`src/hdl/tcc_pkg.sv`:
```
// Shared types, constants and codes for the text console cursor writer.
`timescale 1ns / 1ps

package tcc_pkg;

  // Screen geometry defaults
  localparam int DEF_COLUMNS = 80;
  localparam int DEF_ROWS    = 25;

  // Field widths
  localparam int CMD_W  = 2;
  localparam int CHAR_W = 8;
  localparam int ATTR_W = 8;
  localparam int COLR_W = 4;
  localparam int COL_W  = 7;
  localparam int ROW_W  = 5;
  localparam int CELL_W = 16;

  // Stream data widths, padded to whole bytes
  localparam int IN_DATA_W  = 32;
  localparam int OUT_DATA_W = 32;

  // Configuration register indexes
  localparam int CFG_IDX_W = 1;
  localparam logic [CFG_IDX_W-1:0] CFG_FG_COLOR = 1'd0;
  localparam logic [CFG_IDX_W-1:0] CFG_BG_COLOR = 1'd1;
  localparam logic [COLR_W-1:0] FG_RESET = 4'd15;
  localparam logic [COLR_W-1:0] BG_RESET = 4'd0;

  // Character codes and cell values
  localparam logic [CHAR_W-1:0] CHAR_NEWLINE = 8'd10;
  localparam logic [CHAR_W-1:0] CHAR_SPACE   = 8'h20;
  localparam logic [CELL_W-1:0] RESET_CELL   = 16'h0F20;

  typedef enum logic [CMD_W-1:0] {
    CMD_PUT   = 2'd0,
    CMD_WRITE = 2'd1,
    CMD_CLEAR = 2'd2,
    CMD_READ  = 2'd3
  } cmd_e;

  typedef enum logic [2:0] {
    ST_INIT,
    ST_IDLE,
    ST_ADDR,
    ST_EXEC,
    ST_SCROLL,
    ST_FILL,
    ST_DONE
  } state_e;

  // Input item, last field in the lowest bits
  typedef struct packed {
    logic [ROW_W-1:0]  row;
    logic [COL_W-1:0]  column;
    logic [ATTR_W-1:0] cell_color;
    logic [CHAR_W-1:0] character;
    cmd_e              command;
  } item_t;

  // Result item, last field in the lowest bits
  typedef struct packed {
    logic              scrolled;
    logic [CELL_W-1:0] cell_value;
    logic [COL_W-1:0]  cursor_column;
    logic [ROW_W-1:0]  cursor_row;
  } res_t;

endpackage

```
`src/hdl/tcc_ctrl.sv`:
```
// Sequencer: cursor, address unit and sweep counter driving the screen RAM.
`timescale 1ns / 1ps

module tcc_ctrl import tcc_pkg::*; #(
  parameter int COLUMNS = DEF_COLUMNS,
  parameter int ROWS    = DEF_ROWS,
  localparam int CELLS  = COLUMNS * ROWS,
  localparam int AW     = $clog2(CELLS),
  localparam int CW     = $clog2(CELLS + 1)
) (
  input  logic              clk_i,
  input  logic              rst_ni,
  input  logic              item_valid_i,
  input  item_t             item_i,
  input  logic [ATTR_W-1:0] attr_i,
  input  logic              out_free_i,
  output logic              ready_o,
  output logic              done_o,
  output res_t              res_o,
  output logic              ram_we_o,
  output logic [AW-1:0]     ram_waddr_o,
  output logic [CELL_W-1:0] ram_wdata_o,
  output logic              ram_re_o,
  output logic [AW-1:0]     ram_raddr_o,
  input  logic [CELL_W-1:0] ram_rdata_i
);

  localparam int FILL_BASE = (ROWS - 1) * COLUMNS;

  state_e           state_q, state_d;
  item_t            item_q, item_d;
  logic [ROW_W-1:0] row_q, row_d;
  logic [COL_W-1:0] col_q, col_d;
  logic [AW-1:0]    addr_q, addr_d;
  logic [CW-1:0]    cnt_q, cnt_d;
  logic             mv_vld_q, mv_vld_d;
  logic [AW-1:0]    mv_addr_q, mv_addr_d;
  logic             scr_q, scr_d;
  logic             onscr_q, onscr_d;

  logic [ROW_W-1:0] sel_row;
  logic [COL_W-1:0] sel_col;
  logic [CW-1:0]    cnt_back;
  logic             last_cell;
  logic             last_row;

  // Shared address unit: row * COLUMNS + column
  always_comb begin
    if (item_q.command == CMD_PUT) begin
      sel_row = row_q;
      sel_col = col_q;
    end else begin
      sel_row = item_q.row;
      sel_col = item_q.column;
    end
  end

  assign cnt_back  = cnt_q - CW'(COLUMNS);
  assign last_cell = (cnt_q == CW'(CELLS - 1));
  assign last_row  = (row_q == ROW_W'(ROWS - 1));

  // State and data registers
  always_ff @(posedge clk_i or negedge rst_ni) begin
    if (!rst_ni) begin
      state_q  <= ST_INIT;
      row_q    <= '0;
      col_q    <= '0;
      cnt_q    <= '0;
      mv_vld_q <= 1'b0;
      scr_q    <= 1'b0;
    end else begin
      state_q  <= state_d;
      row_q    <= row_d;
      col_q    <= col_d;
      cnt_q    <= cnt_d;
      mv_vld_q <= mv_vld_d;
      scr_q    <= scr_d;
    end
  end

  always_ff @(posedge clk_i) begin
    item_q    <= item_d;
    addr_q    <= addr_d;
    mv_addr_q <= mv_addr_d;
    onscr_q   <= onscr_d;
  end

  // Next state and RAM control
  always_comb begin
    state_d     = state_q;
    item_d      = item_q;
    row_d       = row_q;
    col_d       = col_q;
    addr_d      = addr_q;
    cnt_d       = cnt_q;
    mv_vld_d    = 1'b0;
    mv_addr_d   = mv_addr_q;
    scr_d       = scr_q;
    onscr_d     = onscr_q;
    ready_o     = 1'b0;
    done_o      = 1'b0;
    ram_we_o    = 1'b0;
    ram_waddr_o = addr_q;
    ram_wdata_o = {attr_i, item_q.character};
    ram_re_o    = 1'b0;
    ram_raddr_o = addr_q;

    unique case (state_q)
      // Power-up pass: every cell to white space on black
      ST_INIT: begin
        ram_we_o    = 1'b1;
        ram_waddr_o = cnt_q[AW-1:0];
        ram_wdata_o = RESET_CELL;
        if (last_cell) begin
          cnt_d   = '0;
          state_d = ST_IDLE;
        end else begin
          cnt_d = cnt_q + 1'b1;
        end
      end
      ST_IDLE: begin
        ready_o = 1'b1;
        if (item_valid_i) begin
          item_d  = item_i;
          scr_d   = 1'b0;
          state_d = ST_ADDR;
        end
      end
      ST_ADDR: begin
        addr_d  = AW'(sel_row * COLUMNS) + AW'(sel_col);
        onscr_d = (item_q.column < COLUMNS) && (item_q.row < ROWS);
        state_d = ST_EXEC;
      end
      ST_EXEC: begin
        state_d = ST_DONE;
        unique case (item_q.command)
          CMD_PUT: begin
            if (item_q.character != CHAR_NEWLINE) begin
              ram_we_o = 1'b1;
            end
            if (item_q.character == CHAR_NEWLINE ||
                col_q == COL_W'(COLUMNS - 1)) begin
              col_d = '0;
              if (last_row) begin
                scr_d   = 1'b1;
                cnt_d   = CW'(COLUMNS);
                state_d = ST_SCROLL;
              end else begin
                row_d = row_q + 1'b1;
              end
            end else begin
              col_d = col_q + 1'b1;
            end
          end
          CMD_WRITE: begin
            ram_we_o    = onscr_q;
            ram_wdata_o = {item_q.cell_color, item_q.character};
          end
          CMD_CLEAR: begin
            cnt_d   = '0;
            state_d = ST_FILL;
          end
          CMD_READ: begin
            ram_re_o = onscr_q;
          end
          default: ;
        endcase
      end
      // Move rows up: read one row below, write it in the next cycle
      ST_SCROLL: begin
        ram_re_o    = (cnt_q != CW'(CELLS));
        ram_raddr_o = cnt_q[AW-1:0];
        mv_vld_d    = ram_re_o;
        mv_addr_d   = cnt_back[AW-1:0];
        ram_we_o    = mv_vld_q;
        ram_waddr_o = mv_addr_q;
        ram_wdata_o = ram_rdata_i;
        if (ram_re_o) begin
          cnt_d = cnt_q + 1'b1;
        end else if (!mv_vld_q) begin
          cnt_d   = CW'(FILL_BASE);
          state_d = ST_FILL;
        end
      end
      // Blank sweep from cnt_q to the last cell
      ST_FILL: begin
        ram_we_o    = 1'b1;
        ram_waddr_o = cnt_q[AW-1:0];
        ram_wdata_o = {attr_i, CHAR_SPACE};
        if (last_cell) begin
          state_d = ST_DONE;
        end else begin
          cnt_d = cnt_q + 1'b1;
        end
      end
      ST_DONE: begin
        done_o = out_free_i;
        if (out_free_i) begin
          state_d = ST_IDLE;
        end
      end
      default: state_d = ST_IDLE;
    endcase
  end

  // Result fields
  always_comb begin
    res_o.cursor_row    = row_q;
    res_o.cursor_column = col_q;
    res_o.scrolled      = scr_q;
    res_o.cell_value    = (item_q.command == CMD_READ && onscr_q) ? ram_rdata_i : '0;
  end

endmodule

```
`config.mk`:
```
export PLATFORM = sky130hd
export DESIGN_NAME = tcc_ctrl
export DESIGN_NICKNAME = d
export VERILOG_FILES = /design/src/hdl/tcc_pkg.sv /design/src/hdl/tcc_ctrl.sv
export SDC_FILE = /design/constraint.sdc
export NUM_CORES = 1
export LEC_CHECK = 0
export ABC_AREA = 1
export BUFFER_PORTS_ARGS = -buffer_cell sky130_fd_sc_hd__buf_2
export CORE_MARGIN = 4
export CORE_UTILIZATION = 50
export CTS_BUF_LIST = sky130_fd_sc_hd__clkbuf_8
export DETAILED_ROUTE_END_ITERATION = 8
export MAX_ROUTING_LAYER = met4
export PLACE_DENSITY = 0.76
export RECOVER_POWER = 25
export SYNTH_ARGS = -nofsm -noshare
export SYNTH_HDL_FRONTEND = slang
export SYNTH_SLANG_ARGS = --single-unit
```
`constraint.sdc`:
```
create_clock -name clk_i -period 6.09 [get_ports clk_i]
set_clock_uncertainty 0.2 [all_clocks]
set_input_delay 0.3045 -clock clk_i [delete_from_list [all_inputs] [get_ports clk_i]]
set_output_delay 0.3045 -clock clk_i [all_outputs]
set_load 0.05 [all_outputs]
```
==> results of run 1 <==
[how the worst max path moves through the flow]
stage,from,end,cells past startpoint
finish,item_q[0],addr_q[10],9
global route,item_q[0],addr_q[10],9
CTS,item_q[0],addr_q[10],9
detailed placement,item_q[0],addr_q[10],9
global placement,item_q[0],addr_q[10],9
floorplan,item_q[0],addr_q[10],10
[power breakdown]
part,internal [W],total (W),leakage (nW),switching (W)
combinational,0.0000277,0.0000489,2.04,0.0000213
clock,0.000273,0.000473,0.121,0.000200
sequential,0.000584,0.000584,0.854,0.000000147
[metal layers]
metal  vias up  global-route usage (%)  routed length [um]
met2       171                    39.9                6520
met3        16                    4.26                 807
li1       2226                       -                   -
met5         -                       -                   0
met1      2106                    29.7                5490
met4         0                    5.23                 145
[cells in the mapped netlist, types with 6 or more instances]
master and n:
nand3_1 27, o21ai_0 54, inv_2 6, ha_1 17
nor3_1 8, nor2_1 43, xor2_1 27, inv_1 77
clkbuf_1 8, a22oi_1 15, a21oi_1 12, o22ai_1 10
buf_2 7, nor2_2 6, nand4_1 9, nand2_1 136
dfrtp_1 28, edfxtp_1 53
[stage by stage]
stage / total power (W) / utilization, % / instance area [um^2] / instances / setup WS [ns]
2_1_floorplan: 0.000605 / - / 4940 / 581 / 3.01
3_3_place_gp: 0.000628 / 58.5 / 5660 / 826 / 2.67
3_5_place_dp: 0.000629 / 58.5 / 5660 / 826 / 2.50
4_1_cts: 0.00111 / 64.2 / 6220 / 873 / 2.49
5_1_grt: 0.00114 / 64.1 / 6210 / 873 / 2.28
6_report: 0.00111 / 64.1 / 6210 / 873 / 2.49
[critical path, stage by stage (launching register included)]
cell and delay [ns]:
edfxtp_1 0.46, nor2_2 0.40, inv_1 0.28, o21ai_0 0.51
ha_1 0.34, ha_1 0.23, fa_1 0.52, nand2_1 0.07
nor3_1 0.24, xor2_1 0.09
[registers in the layout (all words and copies together) (netlist names)]
register   count
cnt_q         11
scr_q          1
state_q        3
col_q          7
onscr_q        1
item_q        30
row_q          5
mv_vld_q       1
addr_q        11
mv_addr_q     11
[area by class of cell]
class / count / area [um^2] / area share (%)
Sequential cell: 81 / 2290 / 36.9
Multi-Input combinational cell: 396 / 2220 / 35.8
Timing Repair Buffer: 162 / 970 / 15.6
Inverter: 85 / 319 / 5.14
Tap cell: 133 / 166 / 2.68
Clock buffer: 9 / 124 / 1.99
Clock inverter: 7 / 119 / 1.91
[cells by family after synthesis]
| group | count (synthesis) | share of synthesized area, % |
|---|---|---|
| buf+inv | 104 | 8.62 |
| xor+xnor | 31 | 5.50 |
| simple gates | 244 | 22.2 |
| compound gates | 101 | 11.9 |
| mux | 1 | 0.203 |
| fa+ha+maj | 19 | 5.12 |
| flops | 81 | 46.4 |
==> impl_metrics.toml, run 1 <==
[sta]
setup_violations = 0
timing.fmax_ghz = 0.278
fin_crit_sh_pct = 59.1
setup_tns_ns = 0
fin_crit_ns = 3.60
slew_headroom_pct = -13.5
slew_viol_final = 29
rsz0062_at_grt = "no"
max_slew.worst_pin.slew_ns = 1.70
holdWs_ns = 0.0955
final_hold_viol_count = 0

[clock_network]
htreeDepth = 3
cts_setup_buffers = 0
ctsResizeCount = 0
hold_buffers = 31
cts_inserted_buffers = 9
ctsLongestPathBuffers = 2
cts_root_buffer = "clkbuf_8"
clock_latency_ns = 0.35
cts_tree = "built"
cts_sinks = 81
clk_pin_slew_ns = 0.08

[power_and_ir_drop]
power.leakage_nw = 3.02
vdd.ir_drop.worst_mv = 0.175
power_density_nw_per_um2 = 178

[synth]
synth-warning-count = 0
ys_seq_area_share_pct = 46.4
synth_top_area_cell = "edfxtp_1"
synth_enable_flop_cells = 53
async_flop_share_pct = 34.6
ys_ff_latch = 81
syn_area_per_cell_um2 = 8.50
synthCells = 581
syn-num-nets = 658
synth_area_um2 = 4940
ys_types = 39
synth_flop_cell = "edfxtp_1"
synth_top_area_share_pct = 32.2
ys_top_cells_by_area = "edfxtp_1 (32%), dfrtp_1 (14%), nand2_1 (10%)"

[cells_and_area]
final_nets = 812
mostFrequentLayoutCells = "nand2_1 (136), buf_2 (125), inv_1 (78)"
area_growth_pct = 25.8
fillers = 825
final_common_cell = "nand2_1"
num_antenna_cells = 0
drive_gt1_share_pct = 22.8

[critical_path]
timing.rr.end = "addr_q[10]"
arrival_ns = 3.50
path_max_fanout = 15
crit_required_ns = 5.99
crit_type = "reg -> reg"
reg2reg_from = "item_q[0]"
r2r_cells = 9
end_kind = "flop"
r2r_setup_slack_ns = 2.49
start_kind = "flop"

[placed_design]
port_buffers = 128
dp_hpwl_um = 9450
gp_congestion = 0.923

[detailed_routing]
drtIter0Drc = 295
num_vias = 4519
via_per_inst = 5.18
wirelength_um = 13000
antenna_left = 0
firstDrtPassIters = 5
wl_per_cell_um = 14.8
drcViolationCount = 0

[global_route]
grt_pass1_vias = 4422
grt_max_degree = 39
grt_antenna_before_repair = 0
grt_pass1_wl_um = 21000
grtUsageTotal_pct = 23.5
overflow = 0

[floorplanning]
core_um2 = 9680
ioPinCount = 129
row_count = 36
die_x_um = 107
initial_core_util_pct = 51.0
die_y_um = 107
design.die.area_um2 = 11500

[hold_path]
hold_class = "in -> reg"
hold_depth = 4
min_to = "state_q[1]"
min-delay-start = "out_free_i"

[run_status]
violations = "max-capacitance violations, max-slew violations"
outcome = "finished with violations"

[run]
cap_violations = 1
Note: power is estimated with default switching activity, not from simulation.
==> run 2, diff against run 1 <==
ABC_AREA = 0   (was 1)
clock period = 3.66 ns   (was 6.09 ns; I/O delays follow)
==> impl_metrics.toml, run 2 <==
[power_and_ir_drop]
vdd.ir_drop.worst_mv = 0.623
sw_frac_of_total_pct = 53.2
internal_power_w = 0.00252
pwr-share-seq_pct = 26.1
p_sw_w = 0.00286
power.leakage_nw = 2.67
power_density_nw_per_um2 = 848
p_clk_share_pct = 11.9
combPwrFrac_pct = 62.0

[sta]
timing.fmax_ghz = 0.304
setup_tns_ns = 0
fin_crit_sh_pct = 89.9
slew_viol_final = 29
worst_slack_ns = 0.368
fin_crit_ns = 3.29
setup_violations = 0
max_slew.worst_pin.slew_ns = 1.64
slew_headroom_pct = -9.17
rsz0062_at_grt = "no"
final_hold_viol_count = 0

[run_status]
outcome = "finished with violations"
violations = "max-capacitance violations, max-slew violations"

[clock_network]
cts_root_buffer = "clkbuf_8"
cts_sinks = 81
clock_latency_ns = 0.36
ctsLongestPathBuffers = 2
clk_pin_slew_ns = 0.08
cts_inserted_buffers = 9
ctsResizeCount = 0
cts_setup_buffers = 0
htreeDepth = 3
hold_buffers = 32
cts_tree = "built"

[placed_design]
dp_hpwl_um = 10100
dp_slack_ns = 0.345
dp.cells = 737
gp_congestion = 0.924
port_buffers = 128

[floorplanning]
core_um2 = 9910
die_y_um = 110
design.die.area_um2 = 12000
row_count = 36
die_x_um = 110
initial_core_util_pct = 52.0
ioPinCount = 129

[synth]
synth_common_cells = "edfxtp_1 (53), nand2_1 (39), o21ai_0 (32)"
synth_top_area_cell = "edfxtp_1"
synth_flop_cell = "edfxtp_1"
synth_area_um2 = 5150
ys_top_cells_by_area = "edfxtp_1 (31%), dfrtp_1 (14%), mux2_2 (5.0%)"
ys_types = 73
synth_enable_flop_cells = 53
syn-num-nets = 574
async_flop_share_pct = 34.6
synthCells = 497
synth_top_area_share_pct = 30.9
synth.most_common_cell = "edfxtp_1"
ys_seq_area_share_pct = 44.5
syn_area_per_cell_um2 = 10.4
synth-warning-count = 0
ys_ff_latch = 81

[detailed_routing]
drtIter0Drc = 331
via_per_inst = 5.91
drcViolationCount = 0
wirelength_um = 14400
num_vias = 4639
antenna_left = 0
firstDrtPassIters = 5
wl_per_cell_um = 18.4

[cells_and_area]
drive_gt1_share_pct = 29.8
utilization_pct = 64.1
num_antenna_cells = 0
fin_cells = 785
mostFrequentLayoutCells = "buf_2 (122), edfxtp_1 (53), nand2_1 (39)"
area_growth_pct = 23.3
largest_register_ffs = 30
final_nets = 724
regMostFlops = "item_q"
final_common_cell = "buf_2"

[critical_path]
crit_required_ns = 3.56
r2r_setup_slack_ns = 0.37
arrival_ns = 3.20
start_kind = "flop"
path_max_fanout = 10
end_kind = "flop"
crit_type = "reg -> reg"

[hold_path]
hold_class = "in -> reg"

[global_route]
grt_max_degree = 54
overflow = 0
grt_pass1_vias = 4658
grt_pass1_wl_um = 23600
grt_antenna_before_repair = 0
grtUsageTotal_pct = 26.0

[run]
cap_violations = 1
## run 2: changes by cell type in the layout (fill, tap and decap cells not counted), moves of 8 or more
cell,change
nand3_1,-18
o22ai_1,+15
nor2_1,-19
a21oi_1,+17
a22oi_1,-10
buf_4,+8
mux2_2,+23
xor2_1,-18
nand2_1,-97
and2_1,+18
inv_1,-56
o21ai_0,-22
## run 2: power by group through the flow
stage / combinational [W] / sequential, W / clock, W
3_3_place_gp: 0.00322 / 0.00141 / 0
6_report: 0.00334 / 0.00141 / 0.000640
2_1_floorplan: 0.00263 / 0.00137 / 0
5_1_grt: 0.00358 / 0.00143 / 0.000693
3_5_place_dp: 0.00328 / 0.00142 / 0
4_1_cts: 0.00332 / 0.00140 / 0.000645
## run 2: through the flow
stage,hold WS (ns),power [W],instance area [um^2]
global route,0.283,0.00571,6350
global placement,0.0632,0.00463,5850
CTS,0.231,0.00537,6360
finish,0.286,0.00539,6350
detailed placement,0.0611,0.00470,5850
floorplan,-0.313,0.00400,5150
## run 2: path summary, 6_finish.rpt
check / from / to / depth (start not counted)
min in group asynchronous: rst_ni / cnt_q[9] / 2
max: item_q[0] / addr_q[10] / 11
min reg2reg: scr_q / scr_q / 2
min: item_valid_i / scr_q / 4
max in group asynchronous: rst_ni / row_q[3] / 2
max reg2reg: item_q[0] / addr_q[10] / 11
## run 2: layout make-up
cell class	instances	area [um^2]
Clock buffer	9	124
Clock inverter	7	65.1
Fill cell	808	3550
Inverter	23	87.6
Multi-Input combinational cell	361	2580
Sequential cell	81	2290
Tap cell	133	166
Timing Repair Buffer	171	1040
## run 2: worst max-delay path, cell delays in order (launching register included)
cell and delay (ns):
edfxtp_1 0.46, nor2_1 0.35, buf_4 0.27, mux2i_1 0.33, inv_1 0.09, ha_1 0.23
fa_1 0.40, a21oi_1 0.21, nor2b_1 0.11, nand3_1 0.11, xor2_1 0.19, xnor2_1 0.09
## run 2: logic make-up after synthesis
family          Yosys count  share of synthesized area (%)
mux                      28                           6.02
compound gates          145                           18.8
fa+ha+maj                19                           4.91
xor+xnor                 20                           3.55
simple gates            149                           16.8
flops                    81                           44.5
buf+inv                  55                           5.37
## run 2: layer usage
| metal | up-vias | routed length [um] | global-route usage [%] |
|---|---|---|---|
| met3 | 34 | 859 | 4.93 |
| met1 | 2245 | 5700 | 31.8 |
| met5 | - | 0 | - |
| li1 | 2172 | - | - |
| met4 | 0 | 306 | 7.84 |
| met2 | 188 | 7570 | 43.9 |
==> run 3, diff against run 2 <==
clock period = 4.21 ns   (was 3.66 ns; I/O delays follow)
==> impl_metrics.toml, run 3 (synthesis results as in run 2) <==
[placed_design]
gp_congestion = 0.902
port_buffers = 128
dp_hpwl_um = 9900

[critical_path]
r2r_setup_slack_ns = 0.99
r2r_cells = 10
arrival_ns = 3.10
end_kind = "output pin"
path_max_fanout = 19
crit_required_ns = 3.80
start_kind = "flop"
crit_type = "reg -> out"

[sta]
holdWs_ns = 0.310
fin_crit_sh_pct = 83.4
setup_tns_ns = 0
max_slew.worst_pin.slew_ns = 1.71
fin_crit_ns = 3.51
slew_headroom_pct = -14.0
setup_violations = 0
final_hold_viol_count = 0
rsz0062_at_grt = "no"
timing.fmax_ghz = 0.285
slew_viol_final = 29

[clock_network]
ctsLongestPathBuffers = 2
htreeDepth = 3
cts_root_buffer = "clkbuf_8"
cts_setup_buffers = 0
cts_tree = "built"
clock_latency_ns = 0.36
clk_pin_slew_ns = 0.08
cts_inserted_buffers = 9
cts_sinks = 81

[cells_and_area]
regMostFlops = "item_q"
drive_gt1_share_pct = 29.8
num_antenna_cells = 0
fillers = 805
final_nets = 721
largest_register_ffs = 30
final_common_cell = "buf_2"
multi_input_area_um2 = 2580
mostFrequentLayoutCells = "buf_2 (125), edfxtp_1 (53), nand2_1 (39)"
area_growth_pct = 22.3
seqCellArea_um2 = 2290

[floorplanning]
die_x_um = 110
row_count = 36
design.die.area_um2 = 12000
ioPinCount = 129
core_um2 = 9910
die_y_um = 110
initial_core_util_pct = 52.0

[hold_path]
hold_class = "reg -> reg"
hold_depth = 2

[power_and_ir_drop]
power_density_nw_per_um2 = 726
internal_power_w = 0.00211
power.leakage_nw = 2.65
p_clk_share_pct = 10.5
combPwrFrac_pct = 61.7
sw_frac_of_total_pct = 53.8
vdd.ir_drop.worst_mv = 0.533
p_sw_w = 0.00246
pwr-share-seq_pct = 27.8

[global_route]
grtUsageTotal_pct = 25.3
overflow = 0
grt_max_degree = 41
grt_antenna_before_repair = 0
grt_pass1_wl_um = 22900
grt_pass1_vias = 4572

[run_status]
violations = "max-capacitance violations, max-slew violations"
outcome = "finished with violations"

[detailed_routing]
drtIter0Drc = 371
drcViolationCount = 0
via_per_inst = 5.87
firstDrtPassIters = 5
wl_per_cell_um = 17.8
antenna_left = 0
wirelength_um = 13900
num_vias = 4581

[run]
cap_violations = 1
## run 3: cell count changes in the layout (fill, tap and decap cells not counted), sizes merged
cell / before / now
bufinv: 1 / 0
clkbuf: 15 / 12
## run 3: final cells by class
cell class | count | share of cell area (%)
clock inverter | 6 | 0.496
clock buffer | 9 | 1.97
multi-input combinational | 361 | 41.0
inverter | 23 | 1.39
tap | 133 | 2.64
timing repair buffer | 168 | 16.1
sequential | 81 | 36.4
## run 3: stage by stage
step	util [%]	cells	setup WS, ns	instance area [um^2]	total power, W
detailed placement	58.8	734	0.999	5830	0.00405
CTS	63.6	781	0.798	6310	0.00456
global placement	58.8	734	1.08	5830	0.00401
floorplan	-	497	0.825	5150	0.00348
global route	63.6	781	0.437	6300	0.00484
finish	63.6	781	0.697	6300	0.00458
## run 3: metal layers
layer | track usage (%) | part of all wire, % | vias to the layer above
met4 | 9.44 | 2.9 | 0
met2 | 42.0 | 51 | 180
met3 | 4.35 | 5.9 | 34
met1 | 31.2 | 40 | 2206
met5 | - | 0 | -
li1 | - | - | 2161
## run 3: worst max-delay path, stage by stage (launching register included)
cell,delay [ns]
dfrtp_1,0.75
inv_1,0.13
ha_1,0.38
clkinv_1,0.22
o22ai_1,0.11
a221oi_2,0.59
nand2_1,0.12
o21ai_0,0.12
buf_2,0.30
## run 3: timing repair
item | CTS | global route
resized for setup | 0 | 0
hold buffers | 32 | 0
endpoints found under the hold margin | 59 | 0
## run 3: final timing paths
check	from	endpoint
min in group asynchronous	rst_ni	cnt_q[2]
setup reg to reg	item_q[0]	addr_q[10]
hold reg to reg	scr_q	scr_q
setup / recovery	state_q[1]	ram_wdata_o[15]
max in group asynchronous	rst_ni	row_q[4]
hold / removal	scr_q	scr_q
## run 3: power by group through the flow
stage / Sequential (W) / Combinational (W) / Clock [W]
after floorplan: 0.00119 / 0.00229 / 0
after global placement: 0.00128 / 0.00273 / 0
after detailed placement: 0.00128 / 0.00277 / 0
after CTS: 0.00127 / 0.00281 / 0.000490
after global routing: 0.00130 / 0.00301 / 0.000527
final: 0.00127 / 0.00282 / 0.000481
